`src/rtl/core/wvm_ram.sv`:
```
`default_nettype none
module wvm_ram #(
  parameter int WIDTH = 8,
  parameter int DEPTH = 256,
  parameter int AW    = (DEPTH > 1) ? $clog2(DEPTH) : 1
) (
  input  wire logic             clk,
  input  wire logic             we,
  input  wire logic [AW-1:0]    waddr,
  input  wire logic [WIDTH-1:0] wdata,
  input  wire logic [AW-1:0]    raddr,
  output logic      [WIDTH-1:0] rdata
);

  logic [WIDTH-1:0] mem [DEPTH];

  // Write port and registered read port
  always_ff @(posedge clk) begin
    if (we) begin
      mem[waddr] <= wdata;
    end
    rdata <= mem[raddr];
  end

endmodule
`default_nettype wire

```
`config.mk`:
```
export PLATFORM = sky130hd
export DESIGN_NAME = wvm_ram
export DESIGN_NICKNAME = d
export VERILOG_FILES = /design/src/rtl/core/wvm_ram.sv
export SDC_FILE = /design/constraint.sdc
export NUM_CORES = 2
export LEC_CHECK = 0
export BUFFER_PORTS_ARGS = -buffer_cell sky130_fd_sc_hd__buf_4
export CORE_UTILIZATION = 55
export DETAILED_ROUTE_END_ITERATION = 7
export PLACE_DENSITY = 0.7
export SYNTH_ARGS = -nofsm -noshare
export SYNTH_HDL_FRONTEND = slang
export SYNTH_SLANG_ARGS = --single-unit
```
`constraint.sdc`:
```
create_clock -name clk -period 2.9 [get_ports clk]
set_clock_uncertainty 0.2 [all_clocks]
set_input_delay 0.58 -clock clk [delete_from_list [all_inputs] [get_ports clk]]
set_output_delay 0.58 -clock clk [all_outputs]
set_load 0.01 [all_outputs]
```
==> key figures <==
Outcome
  • Status: finished, violations left
  • Violations in the final reports: negative setup slack

Global routing
  • Initial antenna violation count: 6
  • Grt total ovfl: 0
  • Largest net degree at the start of global routing: 95
  • Overall global routing resource usage: 27.50%
  • First-pass GRT wire length: between 200000 and 300000 um
  • Vias in the first global route: roughly 42000

CTS
  • Depth of the CTS H-tree: 4
  • Clk sinks: slightly above 2000
  • Clk Tree Root Cell: clkbuf_16
  • CTS tree: yes
  • Clk_lat worst skew: just over 800 ps
  • Number of buffers created by CTS: about 200
  • Clock slew seen by the registers of the worst setup and hold paths: ~60 ps
  • CTS max path bufs: 3
  • Setup Fix Bufs, Post-CTS: 0

Layout
  • Most common cell after layout, fill and taps aside: edfxtp_1
  • Synth-to-Final Area Change: 18.29%
  • Most frequent cells in the layout: 2048 x edfxtp_1, 688 x buf_4, 454 x mux4_2
  • Fin util: roughly two thirds
  • Post-route cell area: between 90000 and 100000 um^2
  • Fraction of layout cells with a size suffix above 1: 33.28%
  • Nets: around 4500
  • Fin cells: around 6600

Synth
  • Mean Syn Cell Area: 21.31 um^2
  • Syn nets: about 3800
  • Post-Syn Area: 79560 um^2
  • Synth area leader: edfxtp_1
  • Cell variety after synth: 55
  • Top cells by area, synth: edfxtp_1 77%, mux4_2 13%, mux2i_1 1.7%, nor2_1 1.3%, a22oi_1 1.3%
  • Seq/Total Area, Yosys: ~78%
  • Number of synthesized register bits: ~2100
  • Ys async rst share: 0%
  • Top_reg_cell synth: edfxtp_1
  • Yosys warnings: 0
  • Yosys top cell area share: 77.30%
  • Gate Count Post-Synth: 3733
  • Post-synth EDFFs: about 2000

Timing
  • Hold WS: 55.44 ps
  • Final min period: between 2000 and 3000 ps
  • Peak Freq: about 0.34 GHz
  • Final number of hold-violating endpoints: 0
  • Setup violators final: 1
  • RSZ-0062 raised after global routing: false
  • Worst Tran Pin Value: around 1000 ps
  • Period utilisation layout: 100.9%
  • Final worst slack: -25.27 ps
  • Fin. max-slew vios: 0
  • Worst rel slew slack: between 30% and 40%

Critical path
  • CP dominant cell by count: buf_4
  • Req. time, crit path: about 3400 ps
  • Critical path, cell by cell: buf_8, buf_12, buf_12, buf_4, mux4_2, a21oi_1, a21oi_1, buf_4, nor3_1, buf_4, nor4_2
  • Slowest stage delay, CP: 710 ps
  • Slowest-stage cell, CP: nor3_1
  • Crit Path Class: primary input to flip-flop
  • Worst Setup End Kind: flip-flop
  • Worst path arrival time: 3430 ps
  • CP Max Fanout: 19
  • Startpoint class of the critical path: primary input

Floorplan
  • Core area: between 100000 and 150000 um^2
  • Die Span X: 382.3 um
  • Initial core utilization: 55.45%
  • Row count: between 100 and 150
  • Die Height: roughly 380 um
  • Die area: ~150000 um^2
  • IO Count: 34

Routing
  • First DRT Iteration DRCs: between 5000 and 6000
  • Antenna Nets Post-Route: 0
  • DRC: 0
  • Via count: approximately 42000
  • Initial DRT Pass Iterations: 6
  • Final WL: roughly 200000 um
  • Drt wl/cell: roughly 30 um
  • Via density: between 6 and 7

Power and ir drop
  • Max rail drop VDD: approximately 0.53 mV
  • PwrDens: 659.9 nW/um^2
  • LEAKAGE: between 30 and 40 nW
  • Pwr Total: 62.10 mW

Job
  • Max Cap Viol: 0

Place
  • Post-DP Area: between 80000 and 90000 um^2
  • IO Port Bufs: 33
  • Placer congestion estimate: roughly 0.89
  • Inst Count DP: around 6000
  • Post-DP HPWL: 128300 um

Worst hold path
  • Worst hold path type: primary input to flip-flop
## logic make-up (layout without fill, tap and decap cells)
| group | Yosys count | count (layout) | synth area share (%) |
|---|---|---|---|
| AO/OA/AOI/OAI | 385 | 385 | 3.419 |
| multiplexers | 591 | 591 | 14.62 |
| buffers and inverters | 235 | 1148 | 1.831 |
| AND/OR/NAND/NOR | 466 | 466 | 2.628 |
| other | 0 | 4 | 0 |
| flip-flops | 2056 | 2056 | 77.50 |
## report_power, final
group	switching, mW	internal [mW]	total [mW]
Clock	10.9	14.9	25.8
Combinational	2.05	1.46	3.51
Sequential	0.0642	32.8	32.8
Total	13.0	49.1	62.1
## final cells by class
class                   count  area, um^2
clock inverters           120        1310
flip-flops and latches   2056       61660
well taps                1903        2381
diodes                      4       10.01
clock buffers             242        5202
repair buffers            784        7013
multi-input cells        1442       16530
inverters                   2       7.507
fillers                  9159       49370
## synthesized netlist by cell type, drive strengths merged, types with 12 or more instances
master,n
a221oi,14
o221ai,47
nor3,22
o21ai,12
nand2,33
nor2,282
nor2b,31
a211oi,16
a22oi,133
a21oi,96
mux4,456
mux2i,134
edfxtp,2048
o22ai,28
buf,122
nor4,27
clkbuf,111
nand3,34
## path summary, 6_finish.rpt
path	start	endpoint	slack, ps	cells past startpoint
min	wdata[0]	mem[224][0]	60	1
max	raddr[0]	rdata[2]	-30	11
max reg2reg	mem[135][2]	rdata[2]	80	7
min reg2reg	mem[21][6]	rdata[6]	940	7
## worst max-delay path, delay by kind of cell
family | cells | cell delay (ps)
AOI/OAI and AO/OA | 2 | 320
buffers and inverters | 6 | 1210
and+or+nand+nor | 2 | 750
muxes | 1 | 520
## sequential cells by signal, indices dropped and copies added (netlist names)
name   flops
mem     2048
rdata      8
## timing repair
action,4_1_cts,5_1_grt
setup endpoints to repair,2,3
hold endpoints to repair,26,0
pin swaps,0,0
resized for setup,3,3
hold buffers,2,0
## per-stage QoR
step,worst slack [ps],TNS (ps)
floorplan,182.1,0
global placement,-971.8,-5799
detailed placement,-973.8,-5965
CTS,12.07,0
global route,16.33,0
finish,-25.27,-25.27
## routing by layer
metal	vias to the layer above	GRT usage (%)	part of all wire, %
li1	17210	-	-
met1	21870	40.14	39
met2	2476	42.73	48
met3	313	5.006	11
met4	4	8.607	3.0
met5	-	0	0.012
Note: power is estimated with default switching activity, not from simulation.
