--- config.mk ---
export PLATFORM = sky130hd
export DESIGN_NAME = wvm_mul
export DESIGN_NICKNAME = d
export VERILOG_FILES = /design/src/rtl/core/wvm_pkg.sv /design/src/rtl/core/wvm_mul.sv
export SDC_FILE = /design/constraint.sdc
export NUM_CORES = 2
export LEC_CHECK = 0
export BUFFER_PORTS_ARGS = -buffer_cell sky130_fd_sc_hd__buf_2
export CAP_MARGIN = 5
export CORE_UTILIZATION = 30
export CTS_CLUSTER_SIZE = 12
export DETAILED_ROUTE_END_ITERATION = 7
export PLACE_DENSITY_LB_ADDON = 0.2
export SLEW_MARGIN = 20
export SYNTH_ARGS = -nofsm -noshare
export SYNTH_HDL_FRONTEND = slang
export SYNTH_SLANG_ARGS = --single-unit
export TNS_END_PERCENT = 100
--- constraint.sdc ---
create_clock -name clk -period 10.4 [get_ports clk]
set_input_delay 2.08 -clock clk [delete_from_list [all_inputs] [get_ports clk]]
set_output_delay 2.08 -clock clk [all_outputs]
set_load 0.1 [all_outputs]
--- src/rtl/core/wvm_pkg.sv ---
`default_nettype none
package wvm_pkg;

  localparam int VOICES_DEF = 16;
  localparam int SAB_DEF    = 16;

  // Shared multiplier operand and product widths
  localparam int MUL_A_W = 34;
  localparam int MUL_B_W = 18;
  localparam int PROD_W  = MUL_A_W + MUL_B_W;

  localparam logic [9:0] GAIN_K     = 10'd521;
  localparam logic [7:0] PAN_FULL   = 8'd128;
  localparam logic [6:0] VOL_RESET  = 7'd100;
  localparam logic [6:0] PAN_RESET  = 7'd64;

  // Command codes
  typedef enum logic [2:0] {
    OP_LOAD   = 3'd0,
    OP_START  = 3'd1,
    OP_VOLUME = 3'd2,
    OP_PAN    = 3'd3,
    OP_STOP   = 3'd4,
    OP_RENDER = 3'd5
  } wvm_op_t;

  // Per-voice state word
  typedef struct packed {
    logic [47:0] pos;
    logic [39:0] step;
    logic [15:0] base;
    logic [15:0] len;
    logic [2:0]  fmt;
    logic [6:0]  vel;
    logic [6:0]  vol;
    logic [6:0]  pan;
    logic [14:0] gl;
    logic [14:0] gr;
  } wvm_voice_t;

  localparam int VOICE_W = $bits(wvm_voice_t);

  // Convert one stored sample (low and high byte) to a signed 16-bit value
  function automatic logic signed [15:0] conv(input logic [2:0] fmt,
                                              input logic [7:0] lo,
                                              input logic [7:0] hi);
    logic [15:0] raw;
    begin
      if (fmt[0]) begin
        raw = fmt[2] ? {hi, lo} : {~hi[7], hi[6:0], lo};
      end else begin
        raw = fmt[2] ? {lo, lo ^ 8'h80} : {~lo[7], lo[6:0], lo};
      end
      conv = $signed(raw);
    end
  endfunction

endpackage
`default_nettype wire

--- src/rtl/core/wvm_mul.sv ---
`default_nettype none
module wvm_mul (
  input  wire logic                             clk,
  input  wire logic signed [wvm_pkg::MUL_A_W-1:0] a,
  input  wire logic signed [wvm_pkg::MUL_B_W-1:0] b,
  output logic signed      [wvm_pkg::PROD_W-1:0]  prod_r
);
  import wvm_pkg::*;

  // Register every product of the shared multiplier
  always_ff @(posedge clk) begin
    prod_r <= PROD_W'(a) * PROD_W'(b);
  end

endmodule
`default_nettype wire

==> summary.txt <==
GRT
  • Met3 usage: 1.85%
  • Total gr overflow: 0
  • Initial antenna violation count: 1
  • Met2 Use GR: 30.9%
  • Gr busiest metal: met2
  • First-pass GRT wire length: 104000 µm
  • Vias in the first global route: 17900
  • Grt met1 use: 25.1%
  • Largest net degree at the start of global routing: 35
  • GRT Overall Usage: 18.3%

Logic synthesis
  • Register area share after synthesis: 4.71%
  • Largest cells by area after synthesis: fa_1, inv_1, ha_1, and2_1, nand2_1
  • Post-synthesis cell type count: 55
  • Mean Syn Cell Area: 9.09 µm²
  • Synth warnings: 0
  • Synth Flop Type: dfxtp_1
  • Yosys top cell by area: fa_1
  • Synth Register Bits: 52
  • Syn nets: 3193
  • Number of enable flip-flop cells after synthesis: 0
  • Most numerous cell in the Yosys netlist: inv_1
  • Async SR Flop Fraction: 0%
  • Top-area cell type share of the netlist area: 53.0%
  • Commonest cells post-synth: inv_1, fa_1, nand2_1, and2_1, ha_1
  • Syn Inst Count: 2430
  • Mapped cell area: 0.0221 mm²

Worst setup path
  • Cell family with the largest share of critical-path delay: adder cells
  • CP Class: in2reg
  • Worst EP required: 10.63 ns
  • CP Capture Type: flop
  • Worst EP arrival: 8.90 ns
  • Crit path max fanout: 34
  • Crit path from: b[6]
  • Slowest-stage cell, CP: fa_1
  • Startpoint Class: primary input
  • Crit path buf inv count: 2
  • CP most frequent cell: fa_1
  • Peak per-stage delay on the critical path: 0.80 ns
  • Worst path cell trace: buf_2 > nand2_1 > fa_1 > inv_1 > fa_1 > fa_1 > fa_1 > fa_1 > fa_1 > ha_1 > and3_2 > nand2_1 > nor4_1 > nand3_1 > o21ai_1 > a211o_1 > a21oi_1 > xnor2_1

Routing
  • Drt pass-1 iters: 5
  • DR WL/cell: 18.7 µm
  • Avg Vias per Cell: 4.59
  • # DRC: 0
  • Final WL: 63800 µm
  • Vias: 15700
  • Post-route ant nets: 0
  • Initial drt markers: 797

Worst hold path
  • Worst Hold Depth: 2
  • Hold_sp: a[0]
  • Worst hold path class: in2reg
  • Worst hold endpoint: prod_r[0]

CTS
  • Post-CTS Setup Bufs: 0
  • Clock Tree Buf Depth: 2
  • Root buf cell: clkbuf_16
  • # clock sinks: 52
  • Clk pin slew, worst setup/hold paths: 0.09 ns
  • Cts-stage hold buffer count: 0
  • CTS HTree Levels: 2
  • CTS resizes: 0
  • CTS buffer count: 5
  • CTS tree: done

Timing
  • Slew HR: 47.5%
  • Slew @ Worst Pin: 0.788 ns
  • FMAX: 0.115 GHz
  • Period minus WS final: 8.66 ns
  • RSZ-0062 raised after global routing: no
  • Final period util: 83.3%
  • Fin. max-slew vios: 0
  • Hold Slack: 2.27 ns
  • Final Hold Fails: 0
  • Fin Setup TNS: 0 ns
  • Final setup vio count: 0

Floorplanning
  • Die ar.: 0.0747 mm²
  • Core ar.: 0.0730 mm²
  • IO Pins: 105
  • Die W: 273 µm
  • Std cell rows: 99
  • Initial core utilization: 30.3%
  • Die height: 273 µm

Cells and area
  • Largest reg by FF count: prod_r
  • Largest regs: prod_r (52)
  • Design area: 0.0237 mm²
  • Max reg flops: 52
  • Fin util: 32.5%
  • Area added between synthesis and finish: 7.31%
  • Share of layout cells above drive strength 1: 6.17%
  • # fillers: 7694
  • Nets: 3211

Run
  • Max Cap Viol: 0

Placement
  • Final GP Congestion: 0.854
  • Placed Area: 0.0235 mm²
  • Final HPWL DP: 53100 µm
  • Port bufs: 104

Run status
  • Outcome: complete, no violations
-- worst max path at each step --
stage,end,slack (ns),cells past startpoint
finish,prod_r[50],1.74,18
global route,prod_r[50],1.24,18
CTS,prod_r[50],1.61,18
detailed placement,prod_r[50],1.29,18
global placement,prod_r[48],1.13,18
floorplan,prod_r[50],2.53,23
-- per-layer routing --
| metal | vias up | wire [µm] |
|---|---|---|
| met5 | - | 0 |
| li1 | 6946 | - |
| met1 | 8347 | 29000 |
| met3 | 60 | 2200 |
| met4 | 0 | 1480 |
| met2 | 319 | 31200 |
-- placed cells by master, fill, tap and decap left out, drive strengths merged, types with 3 or more instances in the layout --
master / n
a21oi: 42
fa: 585
buf: 122
nand2: 361
nor2b: 10
a211oi: 3
inv: 661
nand2b: 8
dfxtp: 52
o21ai: 24
nand3: 4
a21o: 34
xor2: 15
o41ai: 3
nand4: 9
o21a: 3
and2: 241
clkbuf: 6
nor3: 7
and3: 10
diode: 3
xnor2: 40
o21bai: 8
o31ai: 4
a221oi: 3
a31oi: 7
nor2: 40
ha: 125
-- area by class of cell --
class	count	area, µm²	area share, %
Tap cell	959	1200	5.06
Antenna cell	3	7.51	0.0317
Multi-Input combinational cell	1606	18100	76.5
Sequential cell	52	1040	4.39
Inverter	661	2480	10.5
Clock inverter	2	35.0	0.148
Clock buffer	6	129	0.544
Timing Repair Buffer	122	668	2.82
-- through the flow --
stage	setup slack, ns	std cells
4_1_cts	1.61	3408
5_1_grt	1.24	3408
2_1_floorplan	2.53	2430
3_3_place_gp	1.13	3400
6_report	1.74	3411
3_5_place_dp	1.29	3400
-- cells by family after synthesis --
group           Yosys count  share of synthesized area, %
compound gates          145                          4.64
xor+xnor                 55                          2.18
fa+ha+maj               710                          60.1
buf+inv                 772                          13.2
flops                    52                          4.71
simple gates            696                          15.2
Power is not shown: default switching activity piles up to over one toggle a cycle in this logic, so the estimate is an artifact.
